## config.mk

```make
export PLATFORM = sky130hd
export DESIGN_NAME = top_k_sorted_insert_core
export DESIGN_NICKNAME = d
export VERILOG_FILES = /design/src/sv/tksi_pkg.sv /design/src/sv/tksi_cell.sv /design/src/sv/top_k_sorted_insert_core.sv
export SDC_FILE = /design/constraint.sdc
export NUM_CORES = 2
export LEC_CHECK = 0
export BUFFER_PORTS_ARGS = -buffer_cell sky130_fd_sc_hd__buf_4
export CELL_PAD_IN_SITES_DETAIL_PLACEMENT = 0
export CELL_PAD_IN_SITES_GLOBAL_PLACEMENT = 1
export CORE_ASPECT_RATIO = 1.5
export CORE_UTILIZATION = 23
export CTS_BUF_LIST = sky130_fd_sc_hd__clkbuf_4 sky130_fd_sc_hd__clkbuf_8
export DETAILED_ROUTE_END_ITERATION = 8
export HOLD_SLACK_MARGIN = 0.1
export PLACE_DENSITY = 0.53
export SLEW_MARGIN = 5
export SYNTH_ARGS = -nofsm -noshare
export SYNTH_HDL_FRONTEND = slang
export SYNTH_SLANG_ARGS = --single-unit
```

## constraint.sdc

```tcl
create_clock -name clock -period 27 [get_ports clock]
set_input_delay 4.05 -clock clock [delete_from_list [all_inputs] [get_ports clock]]
set_output_delay 4.05 -clock clock [all_outputs]
set_load 0.01 [all_outputs]
```

## src/sv/tksi_pkg.sv

```systemverilog
// package for the top-k sorted insert block: sizes, request codes and the
// entry and cell control types; no dependencies
`default_nettype none

package tksi_pkg;

   // number of ranks held in the cell row
   localparam int DEPTH = 8;
   // index into the row and count of held entries
   localparam int IDX_W = $clog2(DEPTH);
   localparam int CNT_W = $clog2(DEPTH + 1);

   // field widths of the request and result ports
   localparam int CMD_W   = 2;
   localparam int SCORE_W = 32;
   localparam int POS_W   = 16;
   localparam int SLOT_W  = 3;
   localparam int FILL_W  = 4;

   // request codes
   localparam logic [CMD_W-1:0] CMD_INSERT = 2'd0;
   localparam logic [CMD_W-1:0] CMD_DUMP   = 2'd1;
   localparam logic [CMD_W-1:0] CMD_CLEAR  = 2'd2;

   // one stored entry
   typedef struct packed {
      logic signed [SCORE_W-1:0] score;
      logic signed [POS_W-1:0]   pos_x;
      logic signed [POS_W-1:0]   pos_y;
   } entry_type;

   // what every cell of the row does this cycle
   typedef struct packed {
      logic insert;
      logic rotate;
   } cell_ctl_type;

endpackage

`default_nettype wire

```

## src/sv/tksi_cell.sv

```systemverilog
// one rank of the sorted row: holds an entry, compares it with the new
// request and shifts or rotates with its neighbours; uses tksi_pkg
`default_nettype none

module tksi_cell (
   input  wire                   clock,
   input  tksi_pkg::cell_ctl_type ctl,
   input  tksi_pkg::entry_type   new_entry,
   input  wire                   occ,
   input  wire                   prev_keep,
   input  tksi_pkg::entry_type   prev_entry,
   input  wire                   next_occ,
   input  tksi_pkg::entry_type   next_entry,
   input  tksi_pkg::entry_type   head_entry,
   output logic                  keep,
   output tksi_pkg::entry_type   entry
);
   import tksi_pkg::*;

   entry_type entry_ff;
   entry_type entry_in;

   // held entry stays ahead of the new one when its score is greater or equal
   assign keep  = occ && (entry_ff.score >= new_entry.score);
   assign entry = entry_ff;

   // insert: hold, take the new entry, or shift down from the rank above
   // rotate: take the next rank, the head entry wraps to the last held rank
   always_comb begin
      entry_in = entry_ff;
      priority if (ctl.insert) begin
         if (keep) begin
            entry_in = entry_ff;
         end else if (prev_keep) begin
            entry_in = new_entry;
         end else begin
            entry_in = prev_entry;
         end
      end else if (ctl.rotate) begin
         if (next_occ) begin
            entry_in = next_entry;
         end else begin
            entry_in = head_entry;
         end
      end else begin
         entry_in = entry_ff;
      end
   end

   always_ff @(posedge clock) begin
      entry_ff <= entry_in;
   end

endmodule

`default_nettype wire

```

## src/sv/top_k_sorted_insert_core.sv

```systemverilog
// top level of the top-k sorted insert block: request decode, fill count,
// dump sequencing, result register and the row of tksi_cell; uses tksi_pkg
`default_nettype none

// Keeps the best DEPTH entries (signed Q16.16 score with x,y) in descending
// score order, one rank per cell; equal scores keep arrival order.
// Request channel: a request is taken at a rising edge with start high and
// busy low. req_cmd selects insert, dump or clear; code 3 is ignored.
// Result channel: each result sits on the rsp_ ports for one cycle, flagged
// by rsp_valid; rsp_last marks the final result of a request. The receiver
// cannot stall, so results are never held back.
// Insert: every cell compares and shifts in parallel; the
// result appears the cycle after the request and busy stays low, so one
// insert per cycle is sustained. An insert that does not beat the lowest
// entry of a full row is dropped and echoed with rsp_accepted low.
// Dump: the row rotates one rank per cycle through the head cell, giving
// n results on consecutive cycles (n = entries held, one result when
// empty); busy is high until the last result; the row is back in order.
// Clear: one result, fill drops to zero in the same cycle.
// Reset empties the row and idles the dump sequencer; no clearing pass.
module top_k_sorted_insert_core (
   input  wire                              clock,
   input  wire                              reset,
   input  wire                              start,
   output logic                             busy,
   input  wire  [tksi_pkg::CMD_W-1:0]       req_cmd,
   input  wire  signed [tksi_pkg::SCORE_W-1:0] req_score,
   input  wire  signed [tksi_pkg::POS_W-1:0]   req_pos_x,
   input  wire  signed [tksi_pkg::POS_W-1:0]   req_pos_y,
   output logic                             rsp_valid,
   output logic signed [tksi_pkg::SCORE_W-1:0] rsp_out_score,
   output logic signed [tksi_pkg::POS_W-1:0]   rsp_out_x,
   output logic signed [tksi_pkg::POS_W-1:0]   rsp_out_y,
   output logic [tksi_pkg::SLOT_W-1:0]      rsp_slot,
   output logic [tksi_pkg::FILL_W-1:0]      rsp_fill,
   output logic                             rsp_accepted,
   output logic                             rsp_entry_valid,
   output logic                             rsp_last
);
   import tksi_pkg::*;

   // control state
   logic [CNT_W-1:0] fill_ff, fill_in;
   logic             dump_active_ff, dump_active_in;
   logic [IDX_W-1:0] dump_idx_ff, dump_idx_in;

   // result register
   logic             rsp_valid_ff, rsp_valid_in;
   entry_type        rsp_entry_ff, rsp_entry_in;
   logic [SLOT_W-1:0] rsp_slot_ff, rsp_slot_in;
   logic [FILL_W-1:0] rsp_fill_ff, rsp_fill_in;
   logic             rsp_acc_ff, rsp_acc_in;
   logic             rsp_ev_ff, rsp_ev_in;
   logic             rsp_last_ff, rsp_last_in;

   // row signals
   entry_type        new_entry;
   entry_type        cell_entry [DEPTH];
   logic [DEPTH-1:0] keep;
   logic [DEPTH-1:0] occ;
   cell_ctl_type     ctl;
   logic             take;
   logic [CNT_W-1:0] ins_pos;
   logic             drop;

   assign busy = dump_active_ff;
   assign take = start && !dump_active_ff;

   assign new_entry.score = req_score;
   assign new_entry.pos_x = req_pos_x;
   assign new_entry.pos_y = req_pos_y;

   // occupancy of each rank from the fill count
   genvar g;
   generate
      for (g = 0; g < DEPTH; g++) begin : g_row
         assign occ[g] = fill_ff > CNT_W'(g);

         if (g == 0) begin : g_head
            tksi_cell u_cell (
               .clock      (clock),
               .ctl        (ctl),
               .new_entry  (new_entry),
               .occ        (occ[g]),
               .prev_keep  (1'b1),
               .prev_entry (new_entry),
               .next_occ   ((DEPTH > 1) ? occ[(g + 1) % DEPTH] : 1'b0),
               .next_entry (cell_entry[(g + 1) % DEPTH]),
               .head_entry (cell_entry[0]),
               .keep       (keep[g]),
               .entry      (cell_entry[g])
            );
         end else if (g == DEPTH - 1) begin : g_tail
            tksi_cell u_cell (
               .clock      (clock),
               .ctl        (ctl),
               .new_entry  (new_entry),
               .occ        (occ[g]),
               .prev_keep  (keep[g - 1]),
               .prev_entry (cell_entry[g - 1]),
               .next_occ   (1'b0),
               .next_entry (cell_entry[0]),
               .head_entry (cell_entry[0]),
               .keep       (keep[g]),
               .entry      (cell_entry[g])
            );
         end else begin : g_mid
            tksi_cell u_cell (
               .clock      (clock),
               .ctl        (ctl),
               .new_entry  (new_entry),
               .occ        (occ[g]),
               .prev_keep  (keep[g - 1]),
               .prev_entry (cell_entry[g - 1]),
               .next_occ   (occ[g + 1]),
               .next_entry (cell_entry[g + 1]),
               .head_entry (cell_entry[0]),
               .keep       (keep[g]),
               .entry      (cell_entry[g])
            );
         end
      end
   endgenerate

   // insertion rank: first cell that does not keep its entry ahead
   always_comb begin
      ins_pos = CNT_W'(DEPTH);
      for (int i = DEPTH - 1; i >= 0; i--) begin
         if (!keep[i]) begin
            ins_pos = CNT_W'(i);
         end
      end
   end

   // full row and the new score does not beat the lowest
   assign drop = (ins_pos == CNT_W'(DEPTH));

   // request decode, dump sequencing and result formation
   always_comb begin
      fill_in        = fill_ff;
      dump_active_in = dump_active_ff;
      dump_idx_in    = dump_idx_ff;
      ctl            = '0;
      rsp_valid_in   = 1'b0;
      rsp_entry_in   = '0;
      rsp_slot_in    = '0;
      rsp_fill_in    = FILL_W'(fill_ff);
      rsp_acc_in     = 1'b0;
      rsp_ev_in      = 1'b0;
      rsp_last_in    = 1'b1;

      if (dump_active_ff) begin
         // next rank of a dump in progress
         ctl.rotate   = 1'b1;
         rsp_valid_in = 1'b1;
         rsp_entry_in = cell_entry[0];
         rsp_slot_in  = SLOT_W'(dump_idx_ff);
         rsp_ev_in    = 1'b1;
         rsp_last_in  = (CNT_W'(dump_idx_ff) + CNT_W'(1)) == fill_ff;
         dump_idx_in  = dump_idx_ff + IDX_W'(1);
         if (rsp_last_in) begin
            dump_active_in = 1'b0;
         end
      end else if (take) begin
         unique case (req_cmd)
            CMD_INSERT: begin
               rsp_valid_in = 1'b1;
               rsp_entry_in = new_entry;
               if (!drop) begin
                  ctl.insert  = 1'b1;
                  fill_in     = (fill_ff == CNT_W'(DEPTH)) ? fill_ff
                                                           : fill_ff + CNT_W'(1);
                  rsp_slot_in = SLOT_W'(ins_pos);
                  rsp_fill_in = FILL_W'(fill_in);
                  rsp_acc_in  = 1'b1;
               end
            end
            CMD_DUMP: begin
               rsp_valid_in = 1'b1;
               if (fill_ff != '0) begin
                  ctl.rotate     = 1'b1;
                  rsp_entry_in   = cell_entry[0];
                  rsp_ev_in      = 1'b1;
                  rsp_last_in    = (fill_ff == CNT_W'(1));
                  dump_active_in = !rsp_last_in;
                  dump_idx_in    = IDX_W'(1);
               end
            end
            CMD_CLEAR: begin
               rsp_valid_in = 1'b1;
               fill_in      = '0;
               rsp_fill_in  = '0;
            end
            default: begin
               rsp_valid_in = 1'b0;
            end
         endcase
      end
   end

   // control registers
   always_ff @(posedge clock) begin
      if (reset) begin
         fill_ff        <= '0;
         dump_active_ff <= 1'b0;
         dump_idx_ff    <= '0;
         rsp_valid_ff   <= 1'b0;
      end else begin
         fill_ff        <= fill_in;
         dump_active_ff <= dump_active_in;
         dump_idx_ff    <= dump_idx_in;
         rsp_valid_ff   <= rsp_valid_in;
      end
   end

   // result payload
   always_ff @(posedge clock) begin
      rsp_entry_ff <= rsp_entry_in;
      rsp_slot_ff  <= rsp_slot_in;
      rsp_fill_ff  <= rsp_fill_in;
      rsp_acc_ff   <= rsp_acc_in;
      rsp_ev_ff    <= rsp_ev_in;
      rsp_last_ff  <= rsp_last_in;
   end

   assign rsp_valid       = rsp_valid_ff;
   assign rsp_out_score   = rsp_entry_ff.score;
   assign rsp_out_x       = rsp_entry_ff.pos_x;
   assign rsp_out_y       = rsp_entry_ff.pos_y;
   assign rsp_slot        = rsp_slot_ff;
   assign rsp_fill        = rsp_fill_ff;
   assign rsp_accepted    = rsp_acc_ff;
   assign rsp_entry_valid = rsp_ev_ff;
   assign rsp_last        = rsp_last_ff;

   // a dump in progress always has a further held rank to stream
   a_dump_in_range: assert property (@(posedge clock) disable iff (reset)
      dump_active_ff |-> (CNT_W'(dump_idx_ff) < fill_ff) && (dump_idx_ff != '0))
      else $error("dump index outside the held ranks");

   // fill never goes past the row length
   a_fill_bound: assert property (@(posedge clock) disable iff (reset)
      fill_ff <= CNT_W'(DEPTH))
      else $error("fill count beyond row length");

   // a placed insert leaves at least one entry held
   a_insert_fill: assert property (@(posedge clock) disable iff (reset)
      rsp_valid_ff && rsp_acc_ff |-> (rsp_fill_ff != '0) && rsp_last_ff)
      else $error("placed insert with empty row");

   // the last result of a dump ends the busy phase
   a_dump_ends: assert property (@(posedge clock) disable iff (reset)
      dump_active_ff && rsp_last_in |=> !dump_active_ff)
      else $error("dump still busy after its last result");

   // every taken request with a known code gives a result next cycle
   a_result_follows: assert property (@(posedge clock) disable iff (reset)
      take && ((req_cmd == CMD_INSERT) || (req_cmd == CMD_DUMP) ||
               (req_cmd == CMD_CLEAR)) |=> rsp_valid_ff)
      else $error("request without result");

endmodule

`default_nettype wire

```

==> summary.txt <==
Status
  • Status: complete, no violations

Routing
  • Vias per cell: 5.02
  • Vias: 28200
  • Drt wl/cell: between 20 and 30 um
  • DRT antenna net count: 0
  • DRC marker count from the first detailed-route iteration: 1887
  • TritonRoute pass-1 iters: 5
  • Routed wire length: 151000 um
  • Remaining routing DRC violations: 0

Synthesis
  • EDFF count, synth: 512
  • Ys Warns: 0
  • Post-Syn Area per Cell: 11.2 sq um
  • Sequential element share of the synthesized area: 45.1%
  • Post-synth cell types: 69
  • Syn Inst Count: about 3400
  • Async SR Flop Fraction: 0%
  • Synth Net Count: 3703
  • Synth Register Bits: 595
  • Cell area after synthesis: approximately 0.038 sq mm
  • Ys flop type: edfxtp_1

Setup path
  • CP Data Required Time: 27590 ps
  • CP endpoint kind: flip-flop
  • CP Max Fanout: 51
  • Crit path kind: input pin to flip-flop
  • CP startpoint kind: input pin
  • WP data arrival: slightly above 10000 ps

Finish
  • Final Cell Area: 0.0434 sq mm
  • Most frequent cells in the layout: mux2i_1, edfxtp_1, ha_1
  • Filler-free cell count of the finished design: 5614
  • Commonest non-fill, non-tap cell in the layout: mux2i_1
  • Fraction of layout cells with a size suffix above 1: 12.9%
  • Synthesis-to-layout area growth: 14.8%
  • NumNets Final: 3742

Power
  • Leak: about 18 nW
  • Pwr Density: 52.9 mW/mm^2
  • Comb power frac: 11.0%
  • Sw Ratio: 28.5%
  • Worst IR drop on VDD: between 0.00003 and 0.00004 V
  • Clock power frac: 42.0%
  • Switching power: 0.655 mW
  • Pint: around 1.6 mW
  • Register share of total power: a little under half

STA
  • Worst setup margin: about 17000 ps
  • Max Freq: 0.104 GHz
  • Worst hold slack: 540 ps
  • Tmin final: 9650 ps
  • Crit share post-route: 35.7%
  • Post-Route Skew: 56.5 ps
  • Fin. Hold Viols: 0
  • RSZ-0062 raised after global routing: no
  • Slew @ Worst Pin: 1330 ps
  • Max-slew headroom: about a tenth
  • Max Slew Vio Count: 0
  • Setup_tns: 0 ps
  • Setup Viol. Count Final: 0

Placement
  • Placed inst area: slightly above 0.04 sq mm
  • Setup WS pre-CTS: 16560 ps
  • Placed Cells: 5405
  • Placer Congestion: 0.811
  • Placed wire-length estimate: 91900 um
  • Port Buffers: 144

Die
  • Num rows: 181
  • Die width: about 330 um
  • Die area: 0.166 sq mm
  • IO Count: 145
  • Initial core utilization: 23.2%
  • Core Area: 0.163 sq mm
  • Die Height: 498 um

GRT
  • Vias in the first global route: 29300
  • First-pass GRT wire length: 217000 um
  • Largest net degree at the start of global routing: 123
  • Grt total ovfl: 0
  • Tot GR Track Use: 17.8%
  • Initial antenna violation count: 9

Min path
  • Min-Delay Path Class: flip-flop to flip-flop

Clock tree
  • CTS Buf Count: about 110
  • Post_cts resized: 0
  • TritonCTS Sinks: 595
  • Clock tree root driver cell: clkbuf_8
  • Cts hold-fix bufs: 0
  • Post-CTS Setup Bufs: 0
  • CTS tree: yes
  • CTS clock-pin slew for the worst setup and hold paths: 70 ps
  • CTS Buffer Depth: 3
  • H-tree depth: 3
  • Worst-Skew Late Latency: 880 ps

Job
  • Max cap viols: 0
-- layer usage --
layer / routed length, um / vias to the layer above / track usage, %
met5: 35 / - / 0
met3: 6620 / 229 / 2.48
met2: 75200 / 738 / 31.3
met1: 64700 / 14400 / 22.2
met4: 4100 / 6 / 5.75
li1: - / 12800 / -
-- kinds of logic (layout without fill, tap and decap cells) --
logic type	after synthesis	in the layout	share of synthesized area (%)
muxes	962	962	25.9
and+or+nand+nor	622	622	7.27
DFF	595	595	45.1
AOI/OAI and AO/OA	578	578	9.27
buffers and inverters	351	481	3.69
adders and majority gates	261	261	8.65
xor gates and xnor gates	4	4	0.0928
other	0	7	0
-- sequential cells by signal (all words and copies together) (netlist names), 3 cells and up --
register,count
dump_idx_ff,3
rsp_out_x,16
rsp_out_y,16
rsp_fill,4
fill_ff,4
g_row.g_mid.u_cell.entry,384
g_row.g_head.u_cell.entry,64
g_row.g_tail.u_cell.entry,64
rsp_slot,3
rsp_out_score,32
-- cells in the mapped netlist, drive strengths merged, types with 4 or more instances --
cell / n / area share, %
and2: 7 / 0.12
and3: 8 / 0.13
nand2b: 6 / 0.099
o21a: 9 / 0.18
nor4: 7 / 0.12
a21o: 32 / 0.64
ha: 261 / 8.6
nand4: 42 / 0.70
a21oi: 155 / 2.1
a211o: 4 / 0.093
clkbuf: 145 / 1.4
o2111ai: 4 / 0.093
a31oi: 4 / 0.066
o21ai: 235 / 3.1
or3: 4 / 0.066
nor3: 79 / 1.0
inv: 91 / 0.90
a211oi: 18 / 0.37
dfxtp: 83 / 4.4
a221oi: 66 / 1.5
o211ai: 6 / 0.12
nor2: 167 / 1.7
mux2i: 835 / 22
nand2: 249 / 2.5
nor2b: 11 / 0.18
o21bai: 7 / 0.14
nand3: 29 / 0.38
buf: 115 / 1.3
mux2: 127 / 3.8
edfxtp: 512 / 41
-- cell type report --
class,count,area [sq um]
diodes,7,17.5
repair buffers,188,1460
multi-input cells,2427,19600
inverters,91,352
flip-flops and latches,595,17000
well taps,2104,2630
clock buffers,155,1900
fillers,17200,119000
clock inverters,47,390
-- critical path, cell delays in order --
cell and delay, ps:
buf_4 130, inv_1 410, ha_1 250, nand3_1 130, nor4_1 640, nand4_1 390
a41oi_1 670, o22ai_1 310, a211o_1 370, o21ai_4 220, buf_4 770, buf_4 770
buf_4 650, mux2_2 410
-- final timing paths --
kind,startpoint,endpoint,slack [ps],cells after the start
worst max register to register,g_row[2].g_mid.u_cell.entry[59],g_row[0].g_head.u_cell.entry[31],20470,12
worst min-delay path,g_row[1].g_mid.u_cell.entry[1],g_row[0].g_head.u_cell.entry[1],540,1
worst max-delay path,req_score[28],g_row[0].g_head.u_cell.entry[31],17350,14
worst min register to register,g_row[1].g_mid.u_cell.entry[1],g_row[0].g_head.u_cell.entry[1],540,1
-- power by group through the flow --
stage | registers, mW | logic (mW) | clock network [mW]
2_1_floorplan | 1.08 | 0.157 | 0
3_3_place_gp | 1.10 | 0.252 | 0
3_5_place_dp | 1.10 | 0.254 | 0
4_1_cts | 1.08 | 0.255 | 1.00
5_1_grt | 1.08 | 0.276 | 1.03
6_report | 1.08 | 0.252 | 0.964
-- per-stage QoR --
stage / total power, mW / util (%)
6_report: 2.29 / 26.7
5_1_grt: 2.39 / 26.7
4_1_cts: 2.33 / 26.7
3_5_place_dp: 1.35 / 25.2
3_3_place_gp: 1.35 / 25.2
2_1_floorplan: 1.24 / -
Note: power is estimated with default switching activity, not from simulation.
